**src/rtl/bfsp_ram.sv**
```systemverilog
// generic single write, single read ram with registered read data
module bfsp_ram #(
   parameter int WIDTH = 32,
   parameter int DEPTH = 64
) (
   input  logic                                    clock,
   input  logic                                    we,
   input  logic [((DEPTH > 1) ? $clog2(DEPTH) : 1)-1:0] waddr,
   input  logic [WIDTH-1:0]                        wdata,
   input  logic                                    re,
   input  logic [((DEPTH > 1) ? $clog2(DEPTH) : 1)-1:0] raddr,
   output logic [WIDTH-1:0]                        rdata
);
   logic [WIDTH-1:0] mem_ff [DEPTH];

   // write port
   always_ff @(posedge clock) begin
      if (we) begin
         mem_ff[waddr] <= wdata;
      end
   end

   // registered read, held while not enabled
   always_ff @(posedge clock) begin
      if (re) begin
         rdata <= mem_ff[raddr];
      end
   end
endmodule

```
**config.mk**
```make
export PLATFORM = sky130hd
export DESIGN_NAME = bfsp_ram
export DESIGN_NICKNAME = d
export VERILOG_FILES = /design/src/rtl/bfsp_ram.sv
export SDC_FILE = /design/constraint.sdc
export NUM_CORES = 2
export LEC_CHECK = 0
export BUFFER_PORTS_ARGS = -buffer_cell sky130_fd_sc_hd__buf_2
export CAP_MARGIN = 40
export CORE_UTILIZATION = 63
export DETAILED_ROUTE_END_ITERATION = 8
export GPL_ROUTABILITY_DRIVEN = 0
export PLACE_DENSITY = 0.77
export SLEW_MARGIN = 20
export SYNTH_ARGS = -nofsm -noshare
export SYNTH_HDL_FRONTEND = slang
export SYNTH_SLANG_ARGS = --single-unit
```
**constraint.sdc**
```tcl
create_clock -name clock -period 4.7 [get_ports clock]
set_clock_uncertainty 0.2 [all_clocks]
set_input_delay 0.47 -clock clock [delete_from_list [all_inputs] [get_ports clock]]
set_output_delay 0.47 -clock clock [all_outputs]
set_load 0.02 [all_outputs]
```
==> results.json <==
{
  "timing.setup.tns_ns": 0,
  "muxShareOfSynthArea": 0.167,
  "fp.dieW_um": 356,
  "tightest_slew_ns": 1.12,
  "yosys_most_used_dff": "edfxtp_1",
  "p_clk_frac": 0.403,
  "total_power_w": 0.0379,
  "numCtsBuffers": 191,
  "critPathLaunch": "raddr[1]",
  "avgRoutedWirePerCell_um": 38.0,
  "grt_first_pass_wirelength_um": 290000,
  "cp-start-kind": "input pin",
  "pwr-share-seq": 0.545,
  "drcViolationCount": 20,
  "endpoint_kind": "flip-flop",
  "drive_gt1_frac": 0.301,
  "htree_levels": 4,
  "placed_area_mm2": 0.0830,
  "ys_ff_latch": 2080,
  "wl_um": 206000,
  "die_h_um": 356,
  "syn_nets": 3371,
  "crit_type": "input pin to flip-flop",
  "irDropWorstVdd_mv": 0.417,
  "fin_crit_sh": 0.636,
  "io_buffers": 78,
  "outcome": "complete, but fails checks",
  "synthCells": 3324,
  "core-area_mm2": 0.124,
  "syn2layout_area_growth_pct": 13.5,
  "clk_latency_ns": 0.82,
  "finalSetupViolations": 0,
  "synth-simple-area-share": 0.0126,
  "p_sw_frac": 0.211,
  "synth_top_family_by_area": "multiplexers",
  "clock-sinks": 2080,
  "drt_iter0_markers": 6069,
  "first_pass_iters": 8,
  "arrival_ns": 3.34,
  "violations": "design-rule violations",
  "grt_remaining_overflow": 0,
  "fmax_mhz": 335,
  "multiInputGateArea_mm2": 0.0160,
  "crit_top_cell": "a21oi_1",
  "slew_headroom": 0.251,
  "clock-root-buffer": "clkbuf_16",
  "synth-compound-area-share": 0.0167,
  "postCtsSetupBuffers": 0,
  "finalMaxSlewViolations": 0,
  "yosysWarnings": 0,
  "cts_hold_buf": 30,
  "synth-edff-count": 2080,
  "switchingPower_w": 0.00799,
  "async_reset_ff_frac": 0,
  "yosysSeqAreaShare": 0.792,
  "antenna_found_initial": 8,
  "ys_types": 33,
  "cp_max_fo": 98,
  "p_leak_nw": 28.1,
  "start_util": 0.636,
  "grt_pass1_vias": 39800,
  "hold_viol_final": 0,
  "vias": 38900,
  "rsz0062_at_grt": "false",
  "required_ns": 5.06,
  "die_area_mm2": 0.127,
  "syn_area_per_cell_um2": 23.7,
  "synthXorXnorAreaFrac": 0,
  "fin_crit_ns": 2.99,
  "comb_power_share": 0.052,
  "path_cells": "buf_8, buf_12, mux4_2, mux2i_1, a21oi_1, a21oi_1, nor2_1",
  "r2r-start": "mem_ff[46][1]",
  "layout_commonest_cell": "edfxtp_1",
  "max_cap_viol_count": 0,
  "nFillCells": 6640,
  "synth_fa_ha_area_frac": 0,
  "holdWs_ns": 0.0605,
  "synth_area_mm2": 0.0788,
  "cts_resized": 0,
  "cpMaxStageDelayCell": "buf_8",
  "fin_nets": 3674,
  "powerDensity_mw_per_mm2": 423,
  "postLayoutCellArea_mm2": 0.0895,
  "clockBufferDepth": 3,
  "viasPerCell": 7.17,
  "slowest_delay_ns": 0.64,
  "path_clk_slew_ns": 0.06,
  "min_path_type": "input pin to flip-flop",
  "rrSetupSlack_ns": 2.19,
  "core.rowCount": 129,
  "regArea_mm2": 0.0625,
  "cts_tree": "built",
  "hp-start": "wdata[2]",
  "final_cell_mix": "edfxtp_1, mux4_2, clkbuf_16",
  "ios": 79,
  "antenna_left": 0,
  "dp_hpwl_um": 110000,
  "grt_max_degree": 99,
  "intPower_w": 0.0299,
  "grt_usage": 0.333
}
==> registers in the layout (all words and copies together) (netlist names) <==
name,count
mem_ff,2048
rdata,32
==> kinds of logic (layout without fill, tap and decap cells) <==
kind of cell	Yosys count	count (layout)
DFF	2080	2080
muxes	637	637
and+or+nand+nor	223	223
AOI/OAI and AO/OA	202	202
buffers and inverters	182	646
other	0	3
==> path summary, 6_finish.rpt <==
check / to / cells after the start
setup / recovery: rdata[5] / 7
hold / removal: mem_ff[45][2] / 1
setup reg to reg: rdata[1] / 5
hold reg to reg: rdata[20] / 4
==> cell usage after synthesis (3+ instances only) <==
library cell / number / area share
nand3b_1: 5 / 0.00048
nand2_1: 26 / 0.0012
clkbuf_1: 74 / 0.0035
a41o_1: 4 / 0.00051
mux4_2: 544 / 0.16
nand3_1: 5 / 0.00032
buf_4: 25 / 0.0024
a22oi_1: 12 / 0.0011
nor2b_1: 15 / 0.0012
and3_1: 4 / 0.00032
or3_1: 3 / 0.00024
nor3_1: 7 / 0.00044
o22ai_1: 84 / 0.0067
nand2b_1: 8 / 0.00063
o221ai_1: 27 / 0.0030
nor2_1: 137 / 0.0065
or3b_2: 3 / 0.00033
buf_6: 5 / 0.00071
o32ai_1: 4 / 0.00044
a21oi_1: 62 / 0.0039
edfxtp_1: 2080 / 0.79
a311oi_1: 8 / 0.00089
buf_2: 57 / 0.0036
buf_1: 21 / 0.0010
mux2i_1: 93 / 0.012
==> metal layers <==
metal,GRT usage,routed length (um),vias to the layer above
li1,-,-,14900
met1,0.447,69800,20300
met2,0.528,99700,3175
met3,0.0901,27500,554
met4,0.137,9160,10
met5,0,67,-
==> worst max-delay path, delay by kind of cell <==
family          cells  cell delay [ns]
buf+inv             2             1.08
compound gates      2             0.52
mux                 2             0.88
simple gates        1             0.08
==> through the flow <==
| stage | util | std cells | worst slack (ns) |
|---|---|---|---|
| final | 0.722 | 5428 | 1.71 |
| after floorplan | - | 3324 | 0.870 |
| after CTS | 0.721 | 5421 | 1.85 |
| after detailed placement | 0.670 | 5037 | 1.05 |
| after global placement | 0.663 | 4999 | 1.01 |
| after global routing | 0.722 | 5425 | 1.74 |
==> power groups by stage <==
stage	Sequential, W	Combinational (W)	Clock [W]
final	0.0207	0.00197	0.0153
after global routing	0.0206	0.00203	0.0160
after CTS	0.0206	0.00195	0.0154
after detailed placement	0.0210	0.00189	0
after global placement	0.0210	0.00175	0
after floorplan	0.0210	0.000999	0
==> final cells by class <==
| cell class | instances | share of cell area |
|---|---|---|
| tap | 1637 | 0.0229 |
| antenna | 3 | 0.0000839 |
| multi-input combinational | 1062 | 0.178 |
| clock buffer | 231 | 0.0558 |
| timing repair buffer | 292 | 0.0325 |
| clock inverter | 123 | 0.0125 |
| sequential | 2080 | 0.698 |
(Power assumes the default switching activity.)
