**src/rtl/bfsp_pkg.sv**
```systemverilog
// shared widths, register codes and record types of the shortest path engine
package bfsp_pkg;

   // fixed field widths
   localparam int NODE_W     = 7;
   localparam int WEIGHT_W   = 16;
   localparam int DIST_W     = 48;
   localparam int CSR_IDX_W  = 1;
   localparam int CSR_DATA_W = 7;

   // configuration register indexes
   localparam logic [CSR_IDX_W-1:0] CSR_NODE_COUNT  = 1'b0;
   localparam logic [CSR_IDX_W-1:0] CSR_SOURCE_NODE = 1'b1;

   // configuration reset values
   localparam logic [NODE_W-1:0] NODE_COUNT_RST  = 7'd4;
   localparam logic [NODE_W-1:0] SOURCE_NODE_RST = 7'd1;

   // one stored edge
   typedef struct packed {
      logic [NODE_W-1:0]          from_node;
      logic [NODE_W-1:0]          to_node;
      logic signed [WEIGHT_W-1:0] weight;
   } edge_type;

   // one distance table entry
   typedef struct packed {
      logic                     valid;
      logic signed [DIST_W-1:0] value;
   } dist_type;

   // outcome of relaxing one edge
   typedef struct packed {
      logic                     hit;
      logic signed [DIST_W-1:0] value;
   } relax_type;

   localparam int EDGE_W       = $bits(edge_type);
   localparam int DIST_ENTRY_W = $bits(dist_type);

endpackage

```
**src/rtl/bfsp_relax.sv**
```systemverilog
// relaxation datapath: candidate distance and improvement test for one edge
module bfsp_relax (
   input  bfsp_pkg::edge_type           edge_rec,
   input  bfsp_pkg::dist_type           dist_from,
   input  bfsp_pkg::dist_type           dist_to,
   input  logic [bfsp_pkg::NODE_W-1:0]  node_limit,
   output bfsp_pkg::relax_type          result
);
   import bfsp_pkg::*;

   logic                     in_range;
   logic signed [DIST_W-1:0] weight_ext;
   logic signed [DIST_W-1:0] cand;

   // edge endpoints must lie within the active node range
   assign in_range = (edge_rec.from_node != '0) && (edge_rec.from_node <= node_limit) &&
                     (edge_rec.to_node != '0) && (edge_rec.to_node <= node_limit);

   // sign extended weight added to tail distance
   assign weight_ext = $signed({{(DIST_W-WEIGHT_W){edge_rec.weight[WEIGHT_W-1]}},
                                edge_rec.weight});
   assign cand       = dist_from.value + weight_ext;

   // improvement when tail is reached and head is unreached or farther
   assign result.hit   = in_range && dist_from.valid &&
                         (!dist_to.valid || (dist_to.value > cand));
   assign result.value = cand;
endmodule
```
**config.mk**
```make
export PLATFORM = sky130hd
export DESIGN_NAME = bfsp_relax
export DESIGN_NICKNAME = d
export VERILOG_FILES = /design/src/rtl/bfsp_pkg.sv /design/src/rtl/bfsp_relax.sv
export SDC_FILE = /design/constraint.sdc
export NUM_CORES = 1
export LEC_CHECK = 0
export ABC_AREA = 1
export BUFFER_PORTS_ARGS = -buffer_cell sky130_fd_sc_hd__buf_2
export CAP_MARGIN = 20
export CORE_ASPECT_RATIO = 1.4
export CORE_MARGIN = 1
export CORE_UTILIZATION = 35
export DETAILED_ROUTE_END_ITERATION = 16
export SLEW_MARGIN = 20
export SYNTH_ARGS = -nofsm -noshare
export SYNTH_HDL_FRONTEND = slang
export SYNTH_SLANG_ARGS = --single-unit
```
**constraint.sdc**
```tcl
create_clock -name vclk -period 6.08
set_input_delay 1.216 -clock vclk [all_inputs]
set_output_delay 1.216 -clock vclk [all_outputs]
set_load 0.01 [all_outputs]
```
==> key figures <==
Synthesis
  – Post-synthesis mux area share: 0%
  – Adder-cell share of the synthesized area: about 27%
  – Mapped cell area: 5160 sq um
  – Mapped Nets: between 1,000 and 1,500
  – Synth unique cells: 44
  – Compound-Gate Fraction of Synth Area: a little under a fifth
  – Post-Synth XOR/XNOR Area: 9.38%
  – Sequential share of the synthesized area: 0%
  – Synth Warn #: 0
  – Main combinational cell family by area after synthesis: simple AND/OR/NAND/NOR gates
  – Mapped Avg Cell Area: between 5 and 6 sq um
  – Synth Area in Simple Gates: 35.4%
  – Cells after synthesis: 871

GRT
  – Initial antenna violation count: 0
  – First-pass GRT wire length: 28,700 um
  – Largest net degree at the start of global routing: 34
  – Grt ovf: 0
  – GRT Total Usage: 23.0%
  – Vias in the first global route: 6,227

Critical path
  – Kind of critical path: in -> out
  – Worst EP arrival: 4.68 ns
  – Critical Path Source Type: primary input
  – Crit path max fanout: 16
  – Critical path required time: 4.86 ns
  – Critical Path End Type: output port

Detailed routing
  – Post-route ant nets: 0
  – Wirelength, routed: 18,300 um
  – Vias: approximately 6,200
  – DR DRC count: 0
  – Vias/cell: 4.98
  – 1st-iter DRT viols: 228
  – WL per Instance: 14.7 um
  – Iteration count of the initial detailed-routing pass: 5

Die
  – Die Height: approximately 150 um
  – # IOs: 184
  – Total core area: 14,400 sq um
  – Std-Cell Rows: 52
  – Die Width: about 100 um
  – Die area: around 15,000 sq um
  – Initial Util: 35.8%

Worst hold path
  – Worst Hold Class: in -> out
  – Hold Crit Start: dist_to[48]
  – Hold EP: result[48]
  – Worst hold path stage count: 3

Placed design
  – Placed inst area: between 6000 and 7000 sq um
  – Pre-CTS setup slack: -0.134 ns
  – Cells after DPL: 1,247
  – I/O Buffers: 184
  – Post-DP HPWL: ~16,000 um
  – Routability Congestion: roughly 0.96

Timing
  – Setup violators final: 0
  – Slew @ Worst Pin: 0.511 ns
  – Fin crit share: 96.9%
  – Slew HR: 65.6%
  – Hold_ws: 2.68 ns
  – Hold Vio Cnt, Final: 0
  – Final worst setup slack: 0.188 ns
  – Max Slew Vio Count: 0
  – Highest clock rate: 0.170 GHz
  – Final min period: 5.89 ns

Final layout
  – Layout cell share with drive strength beyond 1: 28.6%
  – Antenna cells: 0
  – Fillers: between 1,500 and 2,000
  – Layout Cells excl Fill: 1,251
  – Finished Cell Area: 6710 sq um
  – Clkbuf count: 0
  – Final net count: 1,309
  – Area grow syn2layout: 29.9%
  – Register area: 0 sq um
  – Number of flip-flops and latches: 0

Pwr
  – Worst vdd ir: 0.0000636 V
  – Leak Pwr: between 3 and 4 nW
  – Pwr Density: 126 nW/um^2
  – Total Power: 847 uW

Job
  – Max cap viols: 0

Status
  – Status: finished clean
-- cell type report --
| type | instances | area (sq um) | area share [%] |
|---|---|---|---|
| multi-input cells | 743 | 4970 | 74.0 |
| well taps | 189 | 236 | 3.52 |
| inverters | 127 | 477 | 7.10 |
| repair buffers | 192 | 1030 | 15.3 |
-- cell usage after synthesis, types with 13 or more instances --
cell     count  area [sq um]
a21oi_1     82           410
ha_1       109          1360
inv_1      119           447
nand2_1    203           762
nand2_2     20           125
nand3_1     43           215
nor2_1     100           375
nor3_1      13          65.1
o21ai_0     34           170
xor2_1      36           315
-- routing by layer --
metal  share of wire (%)  up-vias  global-route usage, %  wire (um)
met5                   0        -                      0          0
met4                 4.3        0                   7.61        781
met3                 4.4       41                   2.15        802
met2                  51      186                   44.9       9330
met1                  40     2743                   25.6       7420
li1                    -     3266                      -          -
-- power breakdown --
part           leakage [nW]  internal (mW)  switching [mW]
Clock                     0              0               0
Sequential                0              0               0
Combinational          3.50          0.338           0.509
Total                  3.50          0.338           0.509
-- per-stage QoR --
step	utilization, %	setup TNS (ns)
final	46.5	0
after global routing	46.5	-0.120
after CTS	44.1	0
after detailed placement	44.0	-0.134
after global placement	44.0	-0.0883
after floorplan	-	0
-- worst max path at each step --
stage,from,end,slack [ns]
floorplan,edge_rec[0],result[48],0.76
global placement,edge_rec[15],result[48],-0.09
detailed placement,edge_rec[0],result[48],-0.13
CTS,edge_rec[0],result[48],0.009
global route,edge_rec[15],result[48],-0.12
finish,edge_rec[15],result[48],0.19
-- logic make-up after synthesis --
family,count (synthesis)
AO/OA/AOI/OAI,165
XOR/XNOR,51
adder cells (fa/ha/maj),110
buffers and inverters,128
AND/OR/NAND/NOR,417
-- repair_timing --
action / CTS / global route
setup buffers: 0 / 2
pin swaps: 0 / 1
gates cloned: 0 / 2
endpoints found under the hold margin: 0 / 0
gates resized for setup: 2 / 64
hold buffers: 0 / 0
endpoints found under the setup margin: 1 / 1
-- worst max-delay path, cell delays in order --
cell,delay [ns]
buf_2,0.19
clkbuf_16,0.25
ha_4,0.24
a21oi_1,0.27
o21a_1,0.21
o21a_1,0.19
o21ai_0,0.12
nand2_1,0.10
nand3_1,0.19
xor2_1,0.20
ha_1,0.30
nand4_1,0.15
nor2b_4,0.21
nand3_4,0.11
nor2_4,0.15
nand2_1,0.08
nand3_1,0.07
nand2_1,0.05
nand2_1,0.05
nand2_1,0.06
a21oi_1,0.11
buf_2,0.14
-- cell usage in the layout (no fill, tap or decap), drive strengths merged, types with 2 or more instances in the layout --
master  instances
o21ai          43
o21a            9
buf           190
nand3          46
xnor2          11
nor2          111
nand4          10
clkbuf          2
a31oi           5
a21oi          86
o21bai          3
ha            109
xor2           40
nor4            5
inv           127
nor3           14
a21boi          2
o211ai          2
a21o           11
nand2         227
No activity file was read; power rests on OpenSTA's default activity.
